### src/sv/vector_step_toward_target_defines.svh
// Assertion macros shared by the vector step block.
`ifndef VECTOR_STEP_TOWARD_TARGET_DEFINES_SVH
`define VECTOR_STEP_TOWARD_TARGET_DEFINES_SVH

`ifndef NO_ASSERTIONS

// The consequent must hold in the same cycle as the antecedent.
`define VSTT_ASSERT_IMP(label, clk, rst_n, ante, cons) \
    label: assert property (@(posedge clk) disable iff (!rst_n) (ante) |-> (cons)) \
        else $error("vstt: same-cycle check failed");

// The consequent must hold in the cycle after the antecedent.
`define VSTT_ASSERT_NEXT(label, clk, rst_n, ante, cons) \
    label: assert property (@(posedge clk) disable iff (!rst_n) (ante) |=> (cons)) \
        else $error("vstt: next-cycle check failed");

`else

`define VSTT_ASSERT_IMP(label, clk, rst_n, ante, cons)

`define VSTT_ASSERT_NEXT(label, clk, rst_n, ante, cons)

`endif

`endif

### src/sv/vstt_pkg.sv
package vstt_pkg;

    // Field widths.
    localparam int ENT_W   = 8;
    localparam int POS_W   = 24;
    localparam int SPEED_W = 16;
    localparam int TICKS_W = 8;

    // A coordinate difference needs one bit more than a position.
    localparam int MAG_W  = POS_W + 1;
    localparam int PROD_W = 2 * MAG_W;
    localparam int CNT_W  = $clog2(MAG_W);

    localparam logic [CNT_W-1:0]  LAST_ITER = CNT_W'(MAG_W - 1);
    localparam logic [PROD_W-1:0] ARRIVE_SQ = PROD_W'(563 * 563);
    localparam logic [MAG_W-1:0]  ONE_PIXEL = MAG_W'(256);

    // Request opcodes.
    localparam logic OP_STEP = 1'b0;
    localparam logic OP_LOAD = 1'b1;

    typedef logic [MAG_W-1:0]  mag_t;
    typedef logic [PROD_W-1:0] prod_t;

    // Status of one serial arithmetic unit.
    typedef struct packed {
        logic busy;
        logic done;
    } unit_stat_t;

endpackage

### src/sv/vstt_div.sv
module vstt_div (
    input  logic                clk,
    input  logic                rst_n,
    input  logic                start,
    input  vstt_pkg::prod_t     num,
    input  vstt_pkg::mag_t      den,
    output vstt_pkg::mag_t      quot,
    output vstt_pkg::unit_stat_t stat
);
    import vstt_pkg::*;

    // Restoring division, one quotient bit per cycle. The upper half of the
    // dividend must be below the divisor, so the quotient fits in MAG_W bits.
    mag_t             rem_reg;
    mag_t             rem_next;
    mag_t             low_reg;
    mag_t             den_reg;
    mag_t             quot_reg;
    logic [MAG_W:0]   trial;
    logic [MAG_W:0]   diff;
    logic             ge;
    logic [CNT_W-1:0] cnt_reg;
    logic             busy_reg;
    logic             done_reg;

    assign trial    = {rem_reg, low_reg[MAG_W-1]};
    assign ge       = trial >= {1'b0, den_reg};
    assign diff     = trial - {1'b0, den_reg};
    assign rem_next = ge ? diff[MAG_W-1:0] : trial[MAG_W-1:0];

    always_ff @(posedge clk or negedge rst_n)
    begin
        if (!rst_n)
        begin
            busy_reg <= 1'b0;
            done_reg <= 1'b0;
            cnt_reg  <= '0;
        end
        else
        begin
            done_reg <= 1'b0;
            if (start)
            begin
                busy_reg <= 1'b1;
                cnt_reg  <= '0;
            end
            else if (busy_reg)
            begin
                if (cnt_reg == LAST_ITER)
                begin
                    busy_reg <= 1'b0;
                    done_reg <= 1'b1;
                end
                else
                begin
                    cnt_reg <= cnt_reg + 1'b1;
                end
            end
        end
    end

    always_ff @(posedge clk)
    begin
        if (start)
        begin
            rem_reg  <= num[PROD_W-1:MAG_W];
            low_reg  <= num[MAG_W-1:0];
            den_reg  <= den;
            quot_reg <= '0;
        end
        else if (busy_reg)
        begin
            rem_reg  <= rem_next;
            low_reg  <= low_reg << 1;
            quot_reg <= {quot_reg[MAG_W-2:0], ge};
        end
    end

    assign quot = quot_reg;
    assign stat = '{busy: busy_reg, done: done_reg};

endmodule

### config.mk
export PLATFORM = sky130hd
export DESIGN_NAME = vstt_div
export DESIGN_NICKNAME = d
export VERILOG_FILES = /design/src/sv/vector_step_toward_target_defines.svh /design/src/sv/vstt_pkg.sv /design/src/sv/vstt_div.sv
export SDC_FILE = /design/constraint.sdc
export NUM_CORES = 1
export LEC_CHECK = 0
export ABC_AREA = 1
export BUFFER_PORTS_ARGS = -buffer_cell sky130_fd_sc_hd__buf_2
export CAP_MARGIN = 15
export CORE_UTILIZATION = 40
export DETAILED_ROUTE_END_ITERATION = 10
export PLACE_DENSITY = 0.59
export SKIP_LAST_GASP = 1
export SLEW_MARGIN = 25
export SYNTH_ARGS = -nofsm -noshare
export SYNTH_HDL_FRONTEND = slang
export SYNTH_SLANG_ARGS = --single-unit
### constraint.sdc
create_clock -name clk -period 4.6 [get_ports clk]
set_input_delay 0.46 -clock clk [delete_from_list [all_inputs] [get_ports clk]]
set_output_delay 0.46 -clock clk [all_outputs]
set_load 0.05 [all_outputs]
# == Yosys cells after proc, flatten, opt, wreduce, memory -nomap -nowiden ==
# Index checks and enable logic that the tools add are counted.
# totals
reg_bits,107
inputBits,78
output_inout_bits,27
elab_cells,28
# op_classes
addsub,2
order_cmp,1
eq_ne,2
muxes,14
reduce_logical,2
# op_table
cell,n
$mux W25,5
$ge A26 B25 Y1,1
$sub A25 B25 Y25,1
$mux W5,3
$mux W1,6
$add A5 B1 Y5 const B,1
$eq A5 B5 Y1 const B,1
$ne A2 B2 Y1 const B,1
$reduce_and A2 Y1,1
$reduce_bool A2 Y1,1

# == Logic depth before layout (Yosys ltp) ==
# depth
depth_word,4
depth_mapped,15
mapped_depth_nobuf,15

# == Worst setup path before layout ==
# No wires, ideal clock.
# synth_timing
path_type,input-to-reg
startpoint,input start
endpoint,"register low_reg[0], enable pin"
setup_time_ns,0.434
arrival_ns,2.371
required_ns,4.166
setup_slack_ns,1.795
path_stages,4
path_buffers,2
cell_sequence,buf_2 > nor2_1 > clkinv_1 > clkbuf_1
# synth_between
elab_chain_cells,1
# synth_rtl
element,line,text
start: declaration,vstt_div.sv:4,"input logic start,"
$reduce_bool A2 Y1 (no source line),--,
end signal: assignment,vstt_div.sv:67,low_reg <= num[MAG_W-1:0];
end signal: assignment,vstt_div.sv:74,low_reg <= low_reg << 1;
end: declaration,vstt_div.sv:16,mag_t low_reg;
# Every way passes these cells.
# A chain may end at the register's enable or synchronous reset.

# == Worst setup path after layout ==
# layout_timing
startpoint,register rem_reg[11]
endpoint,"register rem_reg[17], data pin"
# layout_between
elab_chain_cells,4
word_cells_on_any_way,5
classes_between,1 x add/sub; 1 x order compare; 3 x mux
# layout_rtl
element,line,text
start: declaration,vstt_div.sv:14,mag_t rem_reg;
start signal: assignment,vstt_div.sv:66,rem_reg <= num[PROD_W-1:MAG_W];
start signal: assignment,vstt_div.sv:73,rem_reg <= rem_next;
$sub A25 B25 Y25 or $ge A26 B25 Y1 (tied branches),"vstt_div.sv:28, vstt_div.sv:27",
$mux W25 (*),vstt_div.sv:29,assign rem_next = ge ? diff[MAG_W-1:0] : trial[MAG_W-1:0];
$mux W25 (*),vstt_div.sv:71,else if (busy_reg)
$mux W25 (*),vstt_div.sv:64,if (start)
# Every way passes the cells marked *; elsewhere a longest branch is shown, timed or not. The select of a mux whose other input is x is not followed.

==> metrics <==
Clock Sink Count=107; fmax=approximately 340 MHz; num ports=105; Slew Limit Headroom=0.393; Area growth syn-to-layout=15.5%; YS warnings=0; Mapped Area=around 6500 µm²; register area share after synthesis=0.453; Post-DP HPWL=approximately 11 mm; synth unique cells=34; fin crit share=0.632; initial antenna violation count=0; Post-Synthesis Net Count=972; Die X=129 µm; Worst-Margin Slew=between 0.9 and 1 ns; htree depth=3; CTS max path bufs=2; sequential share of power=0.336; Post-CTS Setup Bufs=0; average wire per standard cell=12.5 µm; share of layout cells above drive strength 1=0.150; largest family of logic cells by synthesized area=simple AND/OR/NAND/NOR gates; starting density of the core=0.409; drt initial violations=305; Psw=approximately 1.6 mW; register area=slightly below 3000 µm²; Synth Area in Simple Gates=0.311; Setup crit start kind=flop; number of synthesized flops with an enable pin=75; Routed WL=14.7 mm; fin nets=1065; antenna cells=0; grt met3 use=0.0347; Post-DP Area=7140 µm²; critical path peak fanout=26; grt met1 use=0.262; Slew Viols, Final=0; RSZ-0062 raised after global routing=false; final setup violation count=0; cells after synthesis=a little under 900; Fillers=1656; worst setup margin=1.69 ns; DRC=0; Internal=2.25 mW; pwr dens=521 nW/µm²; Core Region=about 16000 µm²; final hold viol count=0; Final TNS setup=0 ns; Multi-input gate area=2740 µm²; Root Buffer=clkbuf_16; Crit. End Element=flop; Buffers on Ports=104; required time of the critical path=4.82 ns; non-filler cells, final=1180; CTS resizes=0; Leak=3.95 nW; vias=approximately 5.4k; Cells after DPL=1163; Skew-Pair Late Insertion Delay=0.36 ns; Yosys reg bits=107; Util after Layout=0.472; switch share=0.423; max-cap check violation count=0; met2 Use GR=0.300; drt first pass iters=6; final instance area=7470 µm²; Rows=46; arrival time at the worst endpoint=3.13 ns; number of CTS-inserted buffers=9; Compound-Gate Fraction of Synth Area=0.0426; mux cell area share after synthesis=0; post-synthesis adder-cell area fraction=0.0553; GR peak layer=met2; TritonCTS clock tree=yes; die footprint=between 15000 and 20000 µm²; XOR/XNOR share of the synthesized area=0.0149; Chip Height=129 µm; GRT overflow=0; Worst Clk Skew=0.0145 ns; number of global-route vias before repair=5210; Async SR Flop Fraction=0.0654; largest net degree at the start of global routing=53; critical path class=flop to flop; Hold WC Path Type=input port to flop; first-pass GRT wire length=24.9 mm; Via density=4.59; Peak supply drop=0.218 mV; GP Congestion=between 0.8 and 0.9; cts-stage hold buffer count=1; syn avg cell area=roughly 7.5 µm²; Main synth FF type=edfxtp_1; Comb pwr share=0.455; Final min period=2.91 ns; Antenna Nets Post-Route=0; dpl ws=between 1.5 and 2 ns; outcome=completed; Reg clk slew, reported paths=0.08 ns; Clock power frac=0.209; Total GRT Usage=0.190
==> cell type report <==
class | count | area share
Sequential cell | 107 | 0.392
Tap cell | 216 | 0.0362
Multi-Input combinational cell | 555 | 0.366
Timing Repair Buffer | 107 | 0.0730
Clock buffer | 9 | 0.0302
Inverter | 179 | 0.0899
Clock inverter | 7 | 0.0122
==> final timing paths <==
kind                                            start                     end  slack, ns  cells past startpoint
min in group asynchronous                       rst_n  cnt_reg[3]$_DFFE_PN0P_       0.45                      2
worst max register to register  rem_reg[11]$_DFFE_PP_   rem_reg[17]$_DFFE_PP_       1.69                     12
worst min register to register  quot[24]$_SDFFE_PP0P_   quot[24]$_SDFFE_PP0P_       0.47                      2
worst max-delay path            rem_reg[11]$_DFFE_PP_   rem_reg[17]$_DFFE_PP_       1.69                     12
max in group asynchronous                       rst_n      busy_reg$_DFF_PN0_       3.98                      2
worst min-delay path                           den[2]    den_reg[2]$_DFFE_PP_       0.27                      1
==> synth_stat cells (4+ instances only) <==
cell type  number  area [µm²]
nand2_1       335        1260
nor2_2          6        37.5
nor2_1         29         109
edfxtp_1       75        2250
a21oi_1        15        75.1
clkbuf_1       10        37.5
nand3b_1        4        30.0
buf_2           7        35.0
xnor2_1         9        78.8
nand3_1        47         235
o22ai_1        23         144
o21ai_0         5        25.0
dfxtp_1        25         500
nand4_1        34         213
inv_1         174         653
dfrtp_1         7         175
nand2_2         6        37.5
ha_1           27         338
buf_1           4        15.0
inv_2           4        15.0
==> through the flow <==
step           hold slack (ns)  power [mW]
2_1_floorplan            0.164        2.72
3_3_place_gp             0.308        3.10
3_5_place_dp             0.309        3.10
4_1_cts                  0.250        3.93
5_1_grt                  0.256        4.25
6_report                 0.266        3.89
==> worst max-delay path: stages (launching register included) <==
cell and delay (ns):
edfxtp_1 0.40, ha_1 0.38, nand2_2 0.13, inv_2 0.03, nand2_1 0.05, nand2_1 0.08
nand2_1 0.07, nand2_1 0.09, a21oi_4 0.66, nand3_4 0.48, nand2_1 0.20, nand3_1 0.09
nand2_1 0.09
==> placed cells by master, fill, tap and decap left out, drive strengths merged, types with 23 or more instances in the layout <==
| cell type | count |
|---|---|
| dfxtp | 25 |
| ha | 27 |
| nand2 | 341 |
| nand4 | 34 |
| nor2 | 36 |
| inv | 182 |
| edfxtp | 75 |
| nand3 | 49 |
| buf | 106 |
| o22ai | 23 |
==> power by group through the flow <==
stage	Clock, mW	Sequential (mW)	Combinational (mW)
detailed placement	0	1.33	1.77
global route	0.865	1.33	2.06
finish	0.814	1.31	1.77
CTS	0.835	1.31	1.78
global placement	0	1.32	1.77
floorplan	0	1.33	1.39
==> layer usage <==
metal	share of wire	vias up
met5	0	-
met4	0.015	0
met3	0.044	13
met2	0.44	115
met1	0.50	2391
li1	-	2896
==> logic make-up after synthesis <==
kind of cell | Yosys count
and+or+nand+nor | 470
buffers and inverters | 204
AOI/OAI and AO/OA | 46
xor gates and xnor gates | 11
adders and majority gates | 28
DFF | 107
Note: power is estimated with default switching activity, not from simulation.
