### config.mk
export PLATFORM = sky130hd
export DESIGN_NAME = vstt_mul
export DESIGN_NICKNAME = d
export VERILOG_FILES = /design/src/sv/vector_step_toward_target_defines.svh /design/src/sv/vstt_pkg.sv /design/src/sv/vstt_mul.sv
export SDC_FILE = /design/constraint.sdc
export NUM_CORES = 1
export LEC_CHECK = 0
export ABC_AREA = 1
export ABC_CLOCK_PERIOD_IN_PS = 2900
export BUFFER_PORTS_ARGS = -buffer_cell sky130_fd_sc_hd__buf_4
export CAP_MARGIN = 20
export CELL_PAD_IN_SITES_DETAIL_PLACEMENT = 1
export CELL_PAD_IN_SITES_GLOBAL_PLACEMENT = 1
export CORE_UTILIZATION = 39
export CTS_BUF_LIST = sky130_fd_sc_hd__clkbuf_8
export DETAILED_ROUTE_END_ITERATION = 12
export GPL_TIMING_DRIVEN = 0
export HOLD_SLACK_MARGIN = 0.05
export PLACE_DENSITY_LB_ADDON = 0.1
export SYNTH_ARGS = -nofsm -noshare
export SYNTH_HDL_FRONTEND = slang
export SYNTH_SLANG_ARGS = --single-unit
export TNS_END_PERCENT = 100
### constraint.sdc
create_clock -name clk -period 2.9 [get_ports clk]
set_clock_uncertainty 0.1 [all_clocks]
set_input_delay 0.145 -clock clk [delete_from_list [all_inputs] [get_ports clk]]
set_output_delay 0.145 -clock clk [all_outputs]
set_load 0.01 [all_outputs]
### src/sv/vector_step_toward_target_defines.svh
// Assertion macros shared by the vector step block.
`ifndef VECTOR_STEP_TOWARD_TARGET_DEFINES_SVH
`define VECTOR_STEP_TOWARD_TARGET_DEFINES_SVH

`ifndef NO_ASSERTIONS

// The consequent must hold in the same cycle as the antecedent.
`define VSTT_ASSERT_IMP(label, clk, rst_n, ante, cons) \
    label: assert property (@(posedge clk) disable iff (!rst_n) (ante) |-> (cons)) \
        else $error("vstt: same-cycle check failed");

// The consequent must hold in the cycle after the antecedent.
`define VSTT_ASSERT_NEXT(label, clk, rst_n, ante, cons) \
    label: assert property (@(posedge clk) disable iff (!rst_n) (ante) |=> (cons)) \
        else $error("vstt: next-cycle check failed");

`else

`define VSTT_ASSERT_IMP(label, clk, rst_n, ante, cons)

`define VSTT_ASSERT_NEXT(label, clk, rst_n, ante, cons)

`endif

`endif

### src/sv/vstt_pkg.sv
package vstt_pkg;

    // Field widths.
    localparam int ENT_W   = 8;
    localparam int POS_W   = 24;
    localparam int SPEED_W = 16;
    localparam int TICKS_W = 8;

    // A coordinate difference needs one bit more than a position.
    localparam int MAG_W  = POS_W + 1;
    localparam int PROD_W = 2 * MAG_W;
    localparam int CNT_W  = $clog2(MAG_W);

    localparam logic [CNT_W-1:0]  LAST_ITER = CNT_W'(MAG_W - 1);
    localparam logic [PROD_W-1:0] ARRIVE_SQ = PROD_W'(563 * 563);
    localparam logic [MAG_W-1:0]  ONE_PIXEL = MAG_W'(256);

    // Request opcodes.
    localparam logic OP_STEP = 1'b0;
    localparam logic OP_LOAD = 1'b1;

    typedef logic [MAG_W-1:0]  mag_t;
    typedef logic [PROD_W-1:0] prod_t;

    // Status of one serial arithmetic unit.
    typedef struct packed {
        logic busy;
        logic done;
    } unit_stat_t;

endpackage

### src/sv/vstt_mul.sv
module vstt_mul (
    input  logic                clk,
    input  logic                rst_n,
    input  logic                start,
    input  vstt_pkg::mag_t      a,
    input  vstt_pkg::mag_t      b,
    output vstt_pkg::prod_t     prod,
    output vstt_pkg::unit_stat_t stat
);
    import vstt_pkg::*;

    prod_t            acc_reg;
    prod_t            acc_next;
    prod_t            mcand_reg;
    mag_t             mplier_reg;
    logic [CNT_W-1:0] cnt_reg;
    logic             busy_reg;
    logic             done_reg;

    // Shift-and-add: one multiplier bit per cycle.
    assign acc_next = mplier_reg[0] ? acc_reg + mcand_reg : acc_reg;

    always_ff @(posedge clk or negedge rst_n)
    begin
        if (!rst_n)
        begin
            busy_reg <= 1'b0;
            done_reg <= 1'b0;
            cnt_reg  <= '0;
        end
        else
        begin
            done_reg <= 1'b0;
            if (start)
            begin
                busy_reg <= 1'b1;
                cnt_reg  <= '0;
            end
            else if (busy_reg)
            begin
                if (cnt_reg == LAST_ITER)
                begin
                    busy_reg <= 1'b0;
                    done_reg <= 1'b1;
                end
                else
                begin
                    cnt_reg <= cnt_reg + 1'b1;
                end
            end
        end
    end

    always_ff @(posedge clk)
    begin
        if (start)
        begin
            acc_reg    <= '0;
            mcand_reg  <= PROD_W'(a);
            mplier_reg <= b;
        end
        else if (busy_reg)
        begin
            acc_reg    <= acc_next;
            mcand_reg  <= mcand_reg << 1;
            mplier_reg <= mplier_reg >> 1;
        end
    end

    assign prod = acc_reg;
    assign stat = '{busy: busy_reg, done: done_reg};

endmodule

---- After elaboration in Yosys (flattened, before gate mapping) ----
Cells that the tools add are included.
storage, ports and cells
  flip-flop bits (word level) ............. 132
  word-level logic and storage cells ...... 27
cells by class
  $add $sub $neg .......................... 2
  equal/unequal tests ..................... 2
  muxes and demuxes ....................... 13
  reduce and logical (&&, ||, !) cells .... 3
operator list
  cell                                                           number
  25-bit two-way mux                                             4
  50-bit adder                                                   1
  5-bit two-way mux                                              3
  1-bit two-way mux                                              6
  5-bit by 1-bit adder with 5-bit output, second input constant  1
  5-bit equality test, second input constant                     1
  2-bit AND reduction                                            2
  2-bit != test, second input constant                           1
  2-bit nonzero test                                             1

---- Logic depth before layout (Yosys ltp) ----
  word-level depth ........................ 4
  gate-level depth with buffers ........... 16
  mapped depth without buffers ............ 16

---- Worst setup path after synthesis ----
No wires, ideal clock.
  path type ............................... flip-flop to flip-flop
  start ................................... reg busy_reg
  end ..................................... reg cnt_reg[4]
  library setup time ...................... 0.119 ns
  arrival ................................. 2.453 ns
  required time ........................... 2.681 ns
  slack ................................... 0.228 ns
  cell stages (with the launch flop) ...... 9
  path buffers ............................ 1
  cell sequence ........................... dfrtp_1 -> buf_2 -> clkinv_1 -> nand2_1 -> nand2_1 -> nor3_2 -> nand3_1 -> nand2_1 -> nor2_1
on the way
  longest elaborated chain between the ends .. 2
RTL lines
  item                                  line            text
  from (decl)                           vstt_mul.sv:17  logic busy_reg;
  from (signal assigned)                vstt_mul.sv:27  busy_reg <= 1'b0;
  from (signal assigned)                vstt_mul.sv:36  busy_reg <= 1'b1;
  from (signal assigned)                vstt_mul.sv:43  busy_reg <= 1'b0;
  2-bit nonzero test (no source line)   n/a
  2-bit AND reduction (no source line)  n/a
  to (signal assigned)                  vstt_mul.sv:48  cnt_reg <= cnt_reg + 1'b1;
  to (decl)                             vstt_mul.sv:16  logic [CNT_W-1:0] cnt_reg;
Every way passes these cells.
A chain may end at the register's enable or synchronous reset.

---- Worst setup path after layout ----
  start ................................... reg acc_reg[0] (netlist: prod[0])
  end ..................................... reg acc_reg[32] (netlist: prod[32])
on the way
  longest elaborated chain between the ends .. 1
RTL lines
  item                    line            text
  from (decl)             vstt_mul.sv:12  prod_t acc_reg;
  from (signal assigned)  vstt_mul.sv:64  acc_reg <= acc_next;
  50-bit adder            vstt_mul.sv:21  assign acc_next = mplier_reg[0] ? acc_reg + mcand_reg : acc_reg;
Every way passes these cells.

==> results_dict.tcl <==
set metrics [dict create \
    worstPathCellList "ha_1 -> inv_1 -> fa_1 -> inv_1 -> nand3_1 -> nand2_2 -> nand2_1 -> nand2_2 -> nand2_1 -> nand2_1 -> nand2_1 -> nand2_1 -> xnor2_1 -> nand2_1 -> nand2_1 -> inv_1" \
    clk_latency_ns 0.49 \
    leakage_nw 6.31 \
    p_sw_share_pct 38.5 \
    crit_type "register to register" \
    clk_pin_slew_ns 0.11 \
    final_layout_size_suffix_gt1_share_pct 12.2 \
    ys_seq_area_share_pct 33.6 \
    cp.arrival_ns 2.94 \
    root_buffer "clkbuf_8" \
    clock_sinks 132 \
    combPwrFrac_pct 27.5 \
    slew_headroom_pct 30.4 \
    syn_to_final_growth_pct 22.4 \
    whs_ns 0.210 \
    status "finished clean" \
    pwr-share-seq_pct 41.2 \
    routedLengthMet1_um 16900 \
    rsz0062_at_grt "no" \
    wl_met3_um 1440 \
    max_freq_mhz 375 \
    core-area_um2 23600 \
    route.detailed.drc 0 \
    diodes 0 \
    postSynthCellCount 1516 \
    grt_usage_pct 29.2 \
    vias_per_cell 4.90 \
    end_kind "register" \
    finalMaxSlewViolations 0 \
    cap_viol_max_count 0 \
    htree_levels 4 \
    cts_max_path_buffers 2 \
    period_share_pct 92.1 \
    critical_path_buf_inv_count 3 \
    path_common_cell "nand2_1" \
    path_max_fanout 4 \
    power.net_switching_mw 2.04 \
    required_ns 3.17 \
    fp.dieW_um 158 \
    crit_family "simple AND/OR/NAND/NOR gates" \
    cp_slowest_cell "fa_1" \
    cp-start-kind "register" \
    top_layer "met4" \
    syn_nets 1621 \
    finalSetupViolCount 0 \
    final_cell_mix "540 x nand2_1, 237 x inv_1, 216 x nor2_1, 106 x buf_4, 75 x dfxtp_1" \
    port_buffers 104 \
    final_common_cell "nand2_1" \
    start_util_pct 40.0 \
    power_density_nw_per_um2 460 \
    grt_overflow 0 \
    gp_congestion 0.942 \
    cts_made_buffers 17 \
    syn_area_per_cell_um2 6.23 \
    vdd_drop_max_uv 254 \
    ys.warnings.count 0 \
    synth_seq_cells 132 \
    die_h_um 158 \
    rows 56 \
    post-place-ws_ns 0.283 \
    synth_cell_types 37 \
    synthesis.area_um2 9450 \
    cts_tree "done" \
    layout_setup_ws_ns 0.230 \
    max_stage_delay_ns 0.43 \
    drt_iter0_drc 457 \
    clockPowerShare_pct 31.3 \
    wl_per_cell_um 17.2 \
    dp_hpwl_um 27200 \
    tightest_slew_ns 1.04 \
    stdcell_count 2024 \
    ant_nets 0 \
    internal-power_mw 3.27 \
    grt_max_degree 30 \
    grt_pass1_vias 10100 \
    period_needed_ns 2.67 \
    power_mw 5.31 \
    die-area_um2 24900 \
    nets 1797 \
    antenna_found_initial 0 \
    grt_pass1_wl_um 54100 \
    hold_viol 0 \
    hp-class "input port to register" \
    routed-wl-met2_um 16100 \
    dr.pass1.iters 5 \
    finalWirelength_um 34900 \
    dpl.cell_count 1940 \
    vias 9926 \
    ios 105 \
]
area by class of cell:
cell class,count,area (um^2)
fill,3224,12000
buffer,36,151
timing repair buffer,157,1320
clock buffer,17,234
inverter,263,987
tap,319,399
sequential,132,3180
multi-input combinational,1085,5140
clock inverter,15,156
power groups by stage:
stage | Clock, mW | Combinational [mW] | Sequential, mW
detailed placement | 0 | 1.38 | 2.23
CTS | 1.69 | 1.45 | 2.19
floorplan | 0 | 0.839 | 2.23
finish | 1.67 | 1.46 | 2.19
global route | 1.74 | 1.63 | 2.21
global placement | 0 | 1.34 | 2.23
final timing paths:
path	end	depth (start not counted)	startpoint	slack [ns]
min reg2reg	mcand_reg[33]$_SDFFE_PP0P_	2	mcand_reg[32]$_SDFFE_PP0P_	0.42
max	prod[32]$_SDFFE_PP0P_	16	prod[0]$_SDFFE_PP0P_	0.23
max reg2reg	prod[32]$_SDFFE_PP0P_	16	prod[0]$_SDFFE_PP0P_	0.23
min	done_reg$_DFF_PN0_	6	start	0.21
max in group asynchronous	cnt_reg[2]$_DFFE_PN0P_	3	rst_n	1.90
min in group asynchronous	busy_reg$_DFF_PN0_	3	rst_n	0.53
worst min-delay path: stages:
cell	delay (ns)
buf_4	0.09
inv_1	0.18
nand2_1	0.13
nor2_1	0.05
nand3_1	0.10
nor2_1	0.05
cell usage after synthesis:
cell,count,area share (%)
a21boi_1,1,0.079
a21oi_1,48,2.5
a31o_1,1,0.093
and2_1,1,0.066
buf_1,6,0.24
buf_2,7,0.37
buf_4,2,0.16
clkbuf_1,21,0.83
clkinv_1,2,0.079
dfrtp_1,7,1.9
dfxtp_1,75,16
edfxtp_1,50,16
fa_1,1,0.21
ha_1,51,6.8
inv_1,237,9.4
inv_2,24,0.95
nand2_1,541,21
nand2_2,12,0.79
nand3_1,64,3.4
nand3_2,1,0.11
nand3b_1,3,0.24
nand3b_2,1,0.12
nand4_1,12,0.79
nor2_1,216,8.6
nor2_2,12,0.79
nor2_4,3,0.36
nor3_1,6,0.32
nor3_2,8,0.85
nor4_1,1,0.066
o211ai_1,1,0.079
o21a_1,2,0.16
o21ai_0,57,3.0
o21ai_1,8,0.42
o21bai_1,9,0.71
or2_1,1,0.066
xnor2_1,4,0.37
xor2_1,20,1.9
kinds of logic after synthesis:
| logic type | after synthesis | share of synthesized area (%) |
|---|---|---|
| buffers and inverters | 299 | 12.0 |
| DFF | 132 | 33.6 |
| AOI/OAI and AO/OA | 127 | 7.11 |
| xor gates and xnor gates | 24 | 2.22 |
| adders and majority gates | 52 | 6.96 |
| and+or+nand+nor | 882 | 38.0 |
routing by layer:
layer | global-route usage (%) | vias up
met3 | 3.94 | 33
met1 | 39.0 | 4719
met2 | 49.6 | 190
met5 | 0 | -
li1 | - | 4984
met4 | 6.52 | 0
through the flow:
step / setup TNS (ns) / utilization (%) / area, um^2
floorplan: 0 / - / 9450
global placement: -28.15 / 45.0 / 10600
detailed placement: 0 / 45.1 / 10700
CTS: 0 / 49.0 / 11600
global route: 0 / 49.0 / 11600
finish: 0 / 49.0 / 11600
what timing repair did:
item | in CTS | in global routing
hold buffers | 52 | 0
buffers inserted | 0 | 0
endpoints found under the setup margin | 0 | 0
hold endpoints to repair | 57 | 0
gates resized for setup | 0 | 0
Power figures use the tool's default switching activity.
