[src/sv/vector_step_toward_target_defines.svh]
// Assertion macros shared by the vector step block.
`ifndef VECTOR_STEP_TOWARD_TARGET_DEFINES_SVH
`define VECTOR_STEP_TOWARD_TARGET_DEFINES_SVH

`ifndef NO_ASSERTIONS

// The consequent must hold in the same cycle as the antecedent.
`define VSTT_ASSERT_IMP(label, clk, rst_n, ante, cons) \
    label: assert property (@(posedge clk) disable iff (!rst_n) (ante) |-> (cons)) \
        else $error("vstt: same-cycle check failed");

// The consequent must hold in the cycle after the antecedent.
`define VSTT_ASSERT_NEXT(label, clk, rst_n, ante, cons) \
    label: assert property (@(posedge clk) disable iff (!rst_n) (ante) |=> (cons)) \
        else $error("vstt: next-cycle check failed");

`else

`define VSTT_ASSERT_IMP(label, clk, rst_n, ante, cons)

`define VSTT_ASSERT_NEXT(label, clk, rst_n, ante, cons)

`endif

`endif

[src/sv/vstt_pkg.sv]
package vstt_pkg;

    // Field widths.
    localparam int ENT_W   = 8;
    localparam int POS_W   = 24;
    localparam int SPEED_W = 16;
    localparam int TICKS_W = 8;

    // A coordinate difference needs one bit more than a position.
    localparam int MAG_W  = POS_W + 1;
    localparam int PROD_W = 2 * MAG_W;
    localparam int CNT_W  = $clog2(MAG_W);

    localparam logic [CNT_W-1:0]  LAST_ITER = CNT_W'(MAG_W - 1);
    localparam logic [PROD_W-1:0] ARRIVE_SQ = PROD_W'(563 * 563);
    localparam logic [MAG_W-1:0]  ONE_PIXEL = MAG_W'(256);

    // Request opcodes.
    localparam logic OP_STEP = 1'b0;
    localparam logic OP_LOAD = 1'b1;

    typedef logic [MAG_W-1:0]  mag_t;
    typedef logic [PROD_W-1:0] prod_t;

    // Status of one serial arithmetic unit.
    typedef struct packed {
        logic busy;
        logic done;
    } unit_stat_t;

endpackage

[src/sv/vstt_sqrt.sv]
module vstt_sqrt (
    input  logic                clk,
    input  logic                rst_n,
    input  logic                start,
    input  vstt_pkg::prod_t     n,
    output vstt_pkg::mag_t      root,
    output vstt_pkg::unit_stat_t stat
);
    import vstt_pkg::*;

    // Digit-by-digit floor square root: two radicand bits per cycle.
    localparam int REM_W = MAG_W + 2;
    localparam int SH_W  = REM_W + 2;

    prod_t            rad_reg;
    logic [REM_W-1:0] rem_reg;
    logic [REM_W-1:0] rem_next;
    mag_t             root_reg;
    logic [SH_W-1:0]  shifted;
    logic [SH_W-1:0]  trial;
    logic [SH_W-1:0]  diff;
    logic             ge;
    logic [CNT_W-1:0] cnt_reg;
    logic             busy_reg;
    logic             done_reg;

    assign shifted  = {rem_reg, rad_reg[PROD_W-1 -: 2]};
    assign trial    = {2'b00, root_reg, 2'b01};
    assign ge       = shifted >= trial;
    assign diff     = shifted - trial;
    assign rem_next = ge ? diff[REM_W-1:0] : shifted[REM_W-1:0];

    always_ff @(posedge clk or negedge rst_n)
    begin
        if (!rst_n)
        begin
            busy_reg <= 1'b0;
            done_reg <= 1'b0;
            cnt_reg  <= '0;
        end
        else
        begin
            done_reg <= 1'b0;
            if (start)
            begin
                busy_reg <= 1'b1;
                cnt_reg  <= '0;
            end
            else if (busy_reg)
            begin
                if (cnt_reg == LAST_ITER)
                begin
                    busy_reg <= 1'b0;
                    done_reg <= 1'b1;
                end
                else
                begin
                    cnt_reg <= cnt_reg + 1'b1;
                end
            end
        end
    end

    always_ff @(posedge clk)
    begin
        if (start)
        begin
            rad_reg  <= n;
            rem_reg  <= '0;
            root_reg <= '0;
        end
        else if (busy_reg)
        begin
            rad_reg  <= rad_reg << 2;
            rem_reg  <= rem_next;
            root_reg <= {root_reg[MAG_W-2:0], ge};
        end
    end

    assign root = root_reg;
    assign stat = '{busy: busy_reg, done: done_reg};

endmodule

[config.mk]
export PLATFORM = sky130hd
export DESIGN_NAME = vstt_sqrt
export DESIGN_NICKNAME = d
export VERILOG_FILES = /design/src/sv/vector_step_toward_target_defines.svh /design/src/sv/vstt_pkg.sv /design/src/sv/vstt_sqrt.sv
export SDC_FILE = /design/constraint.sdc
export NUM_CORES = 1
export LEC_CHECK = 0
export ABC_AREA = 1
export BUFFER_PORTS_ARGS = -buffer_cell sky130_fd_sc_hd__buf_2
export CAP_MARGIN = 10
export CORE_MARGIN = 10
export CORE_UTILIZATION = 45
export DETAILED_ROUTE_END_ITERATION = 10
export GPL_ROUTABILITY_DRIVEN = 0
export GPL_TIMING_DRIVEN = 0
export PLACE_DENSITY = 0.68
export SLEW_MARGIN = 15
export SYNTH_ARGS = -nofsm -noshare
export SYNTH_HDL_FRONTEND = slang
export SYNTH_SLANG_ARGS = --single-unit
[constraint.sdc]
create_clock -name clk -period 2.6 [get_ports clk]
set_clock_uncertainty 0.15 [all_clocks]
set_input_delay 0.13 -clock clk [delete_from_list [all_inputs] [get_ports clk]]
set_output_delay 0.13 -clock clk [all_outputs]
set_load 0.01 [all_outputs]
Word-level counts from Yosys, hierarchy flattened

Cells that the tools add are included.

RAM bits: 0
Input port bits: 53
Output and inout bits: 27
Bits in read-only memories: 0
Latch bits: 0
Memories: 0
Logic and storage cells: 25
Register bits: 109

Bitwise gates (word level): 0
Add/subtract/negate cells: 2
Equal/unequal tests: 2
Reductions and logical operators: 2
Magnitude comparators: 1
Shift-type cells: 0
Divide/modulo/power cells: 0
Mux-type cells: 12
Multiply operators: 0

Operator list:

| kind                                         | count |
|---|---|
| two-way mux 50 bit                           | 2 |
| >= comparator 29 x 27 -> 1 bit               | 1 |
| two-way mux 27 bit                           | 1 |
| subtractor 27 bit                            | 1 |
| two-way mux 5 bit                            | 3 |
| two-way mux 1 bit                            | 6 |
| adder 5 x 1 -> 5 bit, second input constant  | 1 |
| == test 5 bit, second input constant         | 1 |
| inequality test 2 bit, second input constant | 1 |
| AND reduction 2 bit                          | 1 |
| nonzero test 2 bit                           | 1 |

Logic depth before layout (Yosys ltp)

Gate-level depths: netlist of run 1.

Depth in word-level cells: 4
Mapped depth: 17

Worst setup path before layout of run 1

Ideal clock, no wire load.

Path type: register to register
Start point: register busy_reg
End point: register rad_reg[0] (enable)
Path slack: -0.150 ns
Cell stages (with the launch flop): 4
Data required time: 2.016 ns
Data arrival time: 2.166 ns
Path buffers: 1
Clock period less this slack: 2.750 ns
Cell sequence: dfrtp_1 > nor2_2 > clkinv_1 > clkbuf_1

Cells in the longest elaborated chain, start to end: 1

RTL lines:

| element                             | line            | source |
|---|---|---|
| from (decl)                         | vstt_sqrt.sv:24 | `logic busy_reg;` |
| from (signal assigned)              | vstt_sqrt.sv:37 | `busy_reg <= 1'b0;` |
| from (signal assigned)              | vstt_sqrt.sv:46 | `busy_reg <= 1'b1;` |
| from (signal assigned)              | vstt_sqrt.sv:53 | `busy_reg <= 1'b0;` |
| nonzero test 2 bit (no source line) | --              |  |
| to (signal assigned)                | vstt_sqrt.sv:68 | `rad_reg <= n;` |
| to (signal assigned)                | vstt_sqrt.sv:74 | `rad_reg <= rad_reg << 2;` |
| to (decl)                           | vstt_sqrt.sv:15 | `prod_t rad_reg;` |

No other way between the ends.
A chain may end at the register's enable or synchronous reset.

Worst setup path after layout of run 1

Start point: register root_reg[5], in the netlist root[5]
End point: register rem_reg[14]

Cells in the longest elaborated chain, start to end: 2

RTL lines:

| element                                                                    | line                             | source |
|---|---|---|
| from (decl)                                                                | vstt_sqrt.sv:18                  | `mag_t root_reg;` |
| from (signal assigned)                                                     | vstt_sqrt.sv:76                  | `root_reg <= {root_reg[MAG_W-2:0], ge};` |
| subtractor 27 bit / >= comparator 29 x 27 -> 1 bit (equally long branches) | vstt_sqrt.sv:30, vstt_sqrt.sv:29 |  |
| two-way mux 27 bit *                                                       | vstt_sqrt.sv:31                  | `assign rem_next = ge ? diff[REM_W-1:0] : shifted[REM_W-1:0];` |
| to (signal assigned)                                                       | vstt_sqrt.sv:75                  | `rem_reg <= rem_next;` |
| to (decl)                                                                  | vstt_sqrt.sv:16                  | `logic [REM_W-1:0] rem_reg;` |

Every way passes the cells marked *; elsewhere a longest branch is shown, timed or not.

==> impl_metrics.ini, run 1 <==
[layout]
largest_reg_flops = 50
final_core_util_pct = 56.78
final_nets = 1145
layout_commonest_cell = nand2_1
multi_input_area_mm2 = 0.003102
final_layout_size_suffix_gt1_share_pct = 12.92
fin_area_mm2 = 0.007973
regArea_mm2 = 0.002718
area_growth_syn_to_layout_pct = 22.47
antennaDiodeCount = 0
nFillCells = 1325
final_cell_mix = 398 x nand2_1, 141 x inv_1, 81 x buf_2, 52 x dlygate4sd3_1, 52 x dfxtp_1

[synth]
synth_area_mm2 = 0.006510
ys.flop_type = dfxtp_1
yosysUniqueCellTypes = 41
synthMuxAreaShare_pct = 0
synth_edf_count = 50
synth_cells = 920
ys_seq_elements = 109
syn_avg_cell_area_um2 = 7.076
async_flop_share_pct = 6.422
synth_xor_area_share_pct = 2.153
synth_compound_area_share_pct = 7.227
syn-num-nets = 1002
synthSimpleGateAreaFrac_pct = 32.65
ys_seq_area_share_pct = 41.75
synth_top_family_by_area = simple AND/OR/NAND/NOR gates
synthAdderAreaFrac_pct = 5.574
yosys_warnings = 0

[sta]
finalHoldViolCount = 0
maxClockFrequency_mhz = 418.6
fin_crit_sh_pct = 91.87
setup-violations-final = 0
grt_setup_unrepaired = true
worst_pin_slew_ns = 0.7471
period_minus_slack_ns = 2.389
drv_slew = 0
slew_headroom_pct = 50.19

[clock_network]
root_buffer = clkbuf_16
clkLatencyLatePin_ns = 0.36
htree_num_levels = 3
cts_tree = yes
path_clk_slew_ns = 0.08
cts_buffers = 9
clock_sinks = 109
clk_path_buf_depth = 2

[min_path]
holdCritPathClass = input port to flip-flop
hold_depth = 3
min-delay-start = start
worstHoldEndpoint = busy_reg

[floorplan]
initial_utilization_pct = 46.36
die_h_um = 140.3
die_w_um = 140.3
core_mm2 = 0.01404
num_io_pins = 80
die_area_mm2 = 0.01968
rows = 43

[worst_setup_path]
crit_type = flip-flop to flip-flop
crit_fanout = 7
cp_data_required_time_ns = 2.70
start_kind = flip-flop
r2r_slack_ns = 0.21
r2r_cells = 16
startpoint = root[5]
cp-end-kind = flip-flop
worstPathArrival_ns = 2.49
reg2reg_from = root[5]
rr_endpoint = rem_reg[14]

[route]
drcViolationCount = 0
vias_per_cell = 4.856
wl_um = 17410
via_count = 6060
drtIter0Drc = 392
drtAntennaViolNets = 0
drt-wirelength-per-cell_um = 13.95
dr.pass1.iters = 5

[power_and_ir_drop]
power_density_mw_per_mm2 = 1060
leakage_nw = 4.192
ir_worst_vdd_v = 0.0005763

[status]
status = finished clean

[grt]
grt_pass1_wl_um = 28830
grt_usage_pct = 17.66
antenna_found_initial = 0
grt_pass1_vias = 5968
overflow = 0
grt_start_max_net_pins = 60

[placement]
dpl.hpwl_um = 12420
placed_area_mm2 = 0.007134
numPortBuffers = 79

[run]
max_cap_violations = 0
synth_stat cells (11+ instances only):
master,instances,area (um2)
a21oi_1,29,145.1
clkbuf_1,12,45.04
dfxtp_1,52,1041
edfxtp_1,50,1501
ha_1,29,362.9
inv_1,141,529.3
nand2_1,398,1494
nand3_1,27,135.1
nor2_1,35,131.4
nor2_2,11,68.82
o21ai_1,12,60.06
o22ai_1,24,150.1
layer usage:
layer,GRT usage [%],wire length (um)
met4,4.239,269
met3,5.037,1001
met2,28.72,8009
met5,0,0
met1,22.52,8131
cell type report:
type                       instances  area share, %
clock buffer                      10          2.872
tap                              180          2.825
inverter                         147          6.921
multi-input combinational        638          38.90
clock inverter                     6         0.9887
buffer                            26          1.820
timing repair buffer             132          11.58
sequential                       109          34.09
worst max-delay path, cell delays in order, from the launching register on:
cell	delay (ns)
dfxtp_1	0.33
inv_1	0.06
ha_1	0.35
nand2_1	0.16
inv_1	0.05
nand2_1	0.06
nand2_1	0.06
nand2_1	0.06
nand2_1	0.06
inv_1	0.05
nand2_1	0.11
nand2_1	0.13
nand3_4	0.14
buf_4	0.19
or2_1	0.20
nand3_1	0.08
nand2_1	0.05
where the power goes:
group	switching (W)	total (W)	internal, W
registers	0.000162	0.00223	0.00207
logic	0.00301	0.00477	0.00176
clock network	0.000686	0.00146	0.000770
worst max path at each step:
| stage | to | slack (ns) | depth (start not counted) |
|---|---|---|---|
| 2_1_floorplan | rad_reg[0] | 0.46 | 3 |
| 6_report | rem_reg[14] | 0.21 | 16 |
| 4_1_cts | root[23] | 0.04 | 4 |
| 3_3_place_gp | rad_reg[34] | -0.35 | 3 |
| 3_5_place_dp | root[23] | 0.06 | 4 |
| 5_1_grt | rem_reg[18] | -0.003 | 13 |
cell families (layout without fill, tap and decap cells):
family | count (synthesis) | in the layout
and+or+nand+nor | 511 | 511
AOI/OAI and AO/OA | 82 | 82
buffers and inverters | 173 | 321
adders and majority gates | 29 | 29
xor gates and xnor gates | 16 | 16
DFF | 109 | 109
stage by stage:
step	setup WS, ns	cells	total power (W)	setup TNS, ns	hold WS, ns
2_1_floorplan	0.4578	920	0.005841	0	-0.3156
3_3_place_gp	-0.3535	1179	0.006825	-20.45	-0.1792
3_5_place_dp	0.05978	1179	0.006863	0	-0.1760
4_1_cts	0.04006	1247	0.008411	0	0.02903
5_1_grt	-0.002578	1248	0.009245	-0.002578	0.03829
6_report	0.2113	1248	0.008452	0	0.03259
what timing repair did:
action | 4_1_cts | 5_1_grt
setup buffers | 0 | 1
setup endpoints to repair | 0 | 83
gates resized for setup | 0 | 2
hold buffers | 52 | 0
endpoints found under the hold margin | 57 | 0
Power figures use the tool's default switching activity.
==> run 2, diff against run 1 <==
- CORE_UTILIZATION: 45 -> 46
- PLACE_DENSITY: 0.68 -> 0.69
==> run 2 against run 1 <==
Against the previous run: fmax decreased by 1.5%; core utilization increased by 0.72 points; first-iteration DRC count decreased by 7.4%; clock power increased by 3%; routed wire length decreased by 3.5%; clock-buffer cell count unchanged.
==> impl_metrics.ini, run 2 (same netlist as run 1, synthesis figures left out) <==
[worst_setup_path]
start_kind = flip-flop
cp-end-kind = flip-flop
crit_type = flip-flop to flip-flop
crit_top_cell = nand2_1
r2r_cells = 13
cp.depth = 13
crit_buf_inv = 2
reg2reg_from = root[0]
rr_endpoint = rem_reg[18]
crit_fanout = 10
critPathCapture = rem_reg[18]
cp_slowest_stage_delay_ns = 0.37
critPathTopFamily = simple AND/OR/NAND/NOR gates
cp_slowest_cell = ha_1
startpoint = root[0]
cp_data_required_time_ns = 2.69
r2r_slack_ns = 0.18
worstPathArrival_ns = 2.52
crit_path_cell_trace = inv_1 > ha_1 > o21ai_1 > nand2_2 > nand2_1 > nand2_2 > nand2_1 > nand2_1 > nand2_1 > nand3_4 > buf_6 > o211ai_1 > nand2_1

[layout]
area_growth_syn_to_layout_pct = 22.60
antennaDiodeCount = 0
final_layout_size_suffix_gt1_share_pct = 12.84
largest_reg_flops = 50
nFillCells = 1331
layout_commonest_cell = nand2_1
final_nets = 1144
final_cell_mix = 398 x nand2_1, 141 x inv_1, 81 x buf_2, 52 x dlygate4sd3_1, 52 x dfxtp_1
final_core_util_pct = 57.50

[placement]
dpl.hpwl_um = 12290
numPortBuffers = 79
post-place-ws_ns = 0.07056

[grt]
antenna_found_initial = 0
grt_pass1_vias = 5917
grt_start_max_net_pins = 60
overflow = 0
grt_usage_pct = 17.41
grt_pass1_wl_um = 28190

[clock_network]
htree_num_levels = 3
path_clk_slew_ns = 0.08
post_cts_buffers = 0
root_buffer = clkbuf_16
cts_buffers = 9
cts_tree = yes
clkLatencyLatePin_ns = 0.37
clk_path_buf_depth = 2
clock_sinks = 109

[floorplan]
rows = 43
die_h_um = 139.0
die_w_um = 139.0
initial_utilization_pct = 46.90
num_io_pins = 80
core_mm2 = 0.01388
die_area_mm2 = 0.01931

[route]
drcViolationCount = 0
drt-wirelength-per-cell_um = 13.48
wl_um = 16810
drtIter0Drc = 363
dr.pass1.iters = 5
via_count = 6028
drtAntennaViolNets = 0
vias_per_cell = 4.834

[power_and_ir_drop]
ir_worst_vdd_v = 0.0005493
p_sw_w = 0.003856
switching_share_pct = 45.54
clock_power_share_pct = 17.8
combPwrFrac_pct = 55.9
power_density_mw_per_mm2 = 1061
internal_power_w = 0.004611
leakage_nw = 4.198
total_power_w = 0.008468
seqPwrFrac_pct = 26.3

[sta]
setup-violations-final = 0
finalHoldViolCount = 0
grt_setup_unrepaired = false
slew_headroom_pct = 51.02
hold_ws_ns = 0.06536
fin_crit_sh_pct = 93.24
period_minus_slack_ns = 2.424
setup_slack_ns = 0.1759
maxClockFrequency_mhz = 412.5
drv_slew = 0
worst_pin_slew_ns = 0.7347

[min_path]
min-delay-start = start
holdCritPathClass = input port to flip-flop

[status]
status = finished clean

[run]
max_cap_violations = 0
-- run 2: per-stage QoR --
stage	area (um2)	TNS (ns)	cells
after floorplan	6511	0	920
after global placement	7132	-20.99	1179
after detailed placement	7134	0	1179
after CTS	7978	0	1247
after global routing	7981	0	1247
final	7981	0	1247
-- run 2: worst min path at each step --
stage / endpoint / slack (ns) / depth (start not counted)
3_3_place_gp: done_reg / -0.18 / 1
2_1_floorplan: busy_reg / -0.32 / 0
4_1_cts: busy_reg / 0.06 / 3
3_5_place_dp: done_reg / -0.17 / 1
5_1_grt: busy_reg / 0.1 / 3
6_report: busy_reg / 0.07 / 3
-- run 2: power by group through the flow --
stage / registers (W) / logic (W) / clock network (W)
2_1_floorplan: 0.00222 / 0.00362 / 0
3_3_place_gp: 0.00226 / 0.00456 / 0
3_5_place_dp: 0.00226 / 0.00460 / 0
4_1_cts: 0.00222 / 0.00470 / 0.00154
5_1_grt: 0.00225 / 0.00542 / 0.00159
6_report: 0.00223 / 0.00474 / 0.00151
-- run 2: worst register-to-register path, delay by kind of cell (launching register included) --
family / cells / cell delay [ns]
simple gates: 8 / 0.82
fa+ha+maj: 1 / 0.37
flops: 1 / 0.34
compound gates: 2 / 0.31
buf+inv: 2 / 0.30
-- run 2: final cells by class --
cell class	count	area (um2)	share of cell area (%)
multi-input cells	638	3099	38.83
flip-flops and latches	109	2718	34.05
repair buffers	131	915.9	11.48
inverters	147	551.8	6.913
clock buffers	10	239.0	2.994
well taps	180	225.2	2.822
plain buffers	26	148.9	1.865
clock inverters	6	83.83	1.050
-- run 2: repair_timing --
item | in CTS | in global routing
setup endpoints to repair | 0 | 60
hold buffers | 52 | 0
endpoints found under the hold margin | 57 | 0
gates resized for setup | 0 | 2
-- run 2: metal layers --
metal | wire, um | share of wire, % | vias up | global-route usage (%)
met5 | 0 | 0 | - | 0
met4 | 221 | 1.3 | 0 | 4.778
li1 | - | - | 3168 | -
met3 | 996 | 5.9 | 18 | 4.212
met1 | 7749 | 46 | 2712 | 22.29
met2 | 7841 | 47 | 130 | 28.50
==> run 3, diff against run 2 <==
- BUFFER_PORTS_ARGS: -buffer_cell sky130_fd_sc_hd__buf_2 -> -buffer_cell sky130_fd_sc_hd__buf_4
- SKIP_CTS_REPAIR_TIMING: not set -> 1
==> run 3 against run 2 <==
Against the previous run: critical path depth up 1; register-to-register slack better by 0.03 ns; first-iteration DRC count up 24%; critical path type unchanged; highest routed layer unchanged.
==> impl_metrics.ini, run 3 (same netlist as run 1, synthesis figures left out) <==
[route]
drtAntennaViolNets = 0
wl_met3_um = 951
drtIter0Drc = 450
drt-wirelength-per-cell_um = 13.68
top_layer = met4
vias_per_cell = 4.881
dr.pass1.iters = 5
wl_um = 17090
wl_met2_um = 7960
via_count = 6096
routedLengthMet1_um = 7898
drcViolationCount = 0

[worst_setup_path]
crit_type = flip-flop to flip-flop
cp_slowest_stage_delay_ns = 0.36
crit_path_cell_trace = inv_1 > ha_2 > o21ai_1 > nand2_2 > nand2_1 > nand2_2 > nand2_1 > nand2_1 > nand2_1 > nand3_4 > buf_4 > or2_1 > nand3_1 > nand2_1
crit_fanout = 7
crit_top_cell = nand2_1
cp_data_required_time_ns = 2.71
critPathTopFamily = simple AND/OR/NAND/NOR gates
cp-end-kind = flip-flop
worstPathArrival_ns = 2.50
cp_slowest_cell = dfxtp_1
start_kind = flip-flop
crit_buf_inv = 2

[grt]
grt_pass1_vias = 5515
antenna_found_initial = 0
grt_start_max_net_pins = 60
grt_pass1_wl_um = 26780
grt_usage_pct = 16.62
overflow = 0

[placement]
dpl.hpwl_um = 12470
numPortBuffers = 79
dpl.cell_count = 1179
post-place-ws_ns = 0.09136

[clock_network]
root_buffer = clkbuf_16
clkLatencyLatePin_ns = 0.37
path_clk_slew_ns = 0.08
clock_sinks = 109
htree_num_levels = 3
cts_tree = yes
clk_path_buf_depth = 2
cts_buffers = 9

[power_and_ir_drop]
leakage_nw = 4.245
ir_worst_vdd_v = 0.0004224
total_power_w = 0.008541
power_density_mw_per_mm2 = 1044

[sta]
setup_slack_ns = 0.2078
worst_pin_slew_ns = 0.7417
finalHoldViolCount = 0
grt_setup_unrepaired = false
setup-violations-final = 0
maxClockFrequency_mhz = 418.0
period_minus_slack_ns = 2.392
slew_headroom_pct = 50.55
fin_crit_sh_pct = 92.01
drv_slew = 0

[floorplan]
initial_utilization_pct = 46.90
num_io_pins = 80
die_h_um = 139.0
die_w_um = 139.0
core_mm2 = 0.01388
die_area_mm2 = 0.01931
rows = 43

[layout]
final_cell_mix = 398 x nand2_1, 141 x inv_1, 85 x buf_4, 52 x dlygate4sd3_1, 52 x dfxtp_1
layout_commonest_cell = nand2_1
final_nets = 1146
antennaDiodeCount = 0
final_layout_size_suffix_gt1_share_pct = 13.00
largest_reg_flops = 50
stdcell_count = 1249
area_growth_syn_to_layout_pct = 25.72

[min_path]
holdCritPathClass = input port to flip-flop

[status]
status = finished clean

[run]
max_cap_violations = 0
run 3: worst paths after layout:
path,cells past startpoint,end,startpoint,slack (ns)
worst max register to register,14,rem_reg[14],root[0],0.21
min in group asynchronous,3,cnt_reg[3],rst_n,0.57
worst min-delay path,4,rem_reg[26],start,0.01
worst max-delay path,14,rem_reg[14],root[0],0.21
max in group asynchronous,3,busy_reg,rst_n,1.49
worst min register to register,2,rem_reg[26],rem_reg[26],0.32
run 3: where the power goes:
part	switching, W	internal [W]	leakage (nW)
registers	0.000159	0.00207	1.07
clock network	0.000699	0.000776	0.153
logic	0.00302	0.00182	3.02
total	0.00388	0.00466	4.25
run 3: through the flow:
step	TNS (ns)	hold WS [ns]	cell area (um2)	util [%]
2_1_floorplan	0	-0.3156	6511	-
3_3_place_gp	-19.90	-0.2033	7330	52.80
3_5_place_dp	0	-0.2043	7332	52.82
4_1_cts	0	-0.5962	7642	55.06
5_1_grt	0	0.01675	8184	58.96
6_report	0	0.01454	8184	58.96
run 3: metal layers:
metal,GRT usage [%],up-vias
li1,-,3164
met1,22.56,2772
met2,25.38,138
met3,4.178,22
met4,4.942,0
met5,0,-
run 3: worst min-delay path, delay by kind of cell:
kind	cells	cell delay, ns
simple gates	3	0.23
buf+inv	1	0.13
run 3: final cells by class:
type	count	area, um2
Multi-Input combinational cell	638	3102
Sequential cell	109	2718
Fill cell	1309	5697
Inverter	147	551.8
Buffer	26	148.9
Clock inverter	6	81.33
Timing Repair Buffer	133	1129
Clock buffer	10	229.0
Tap cell	180	225.2
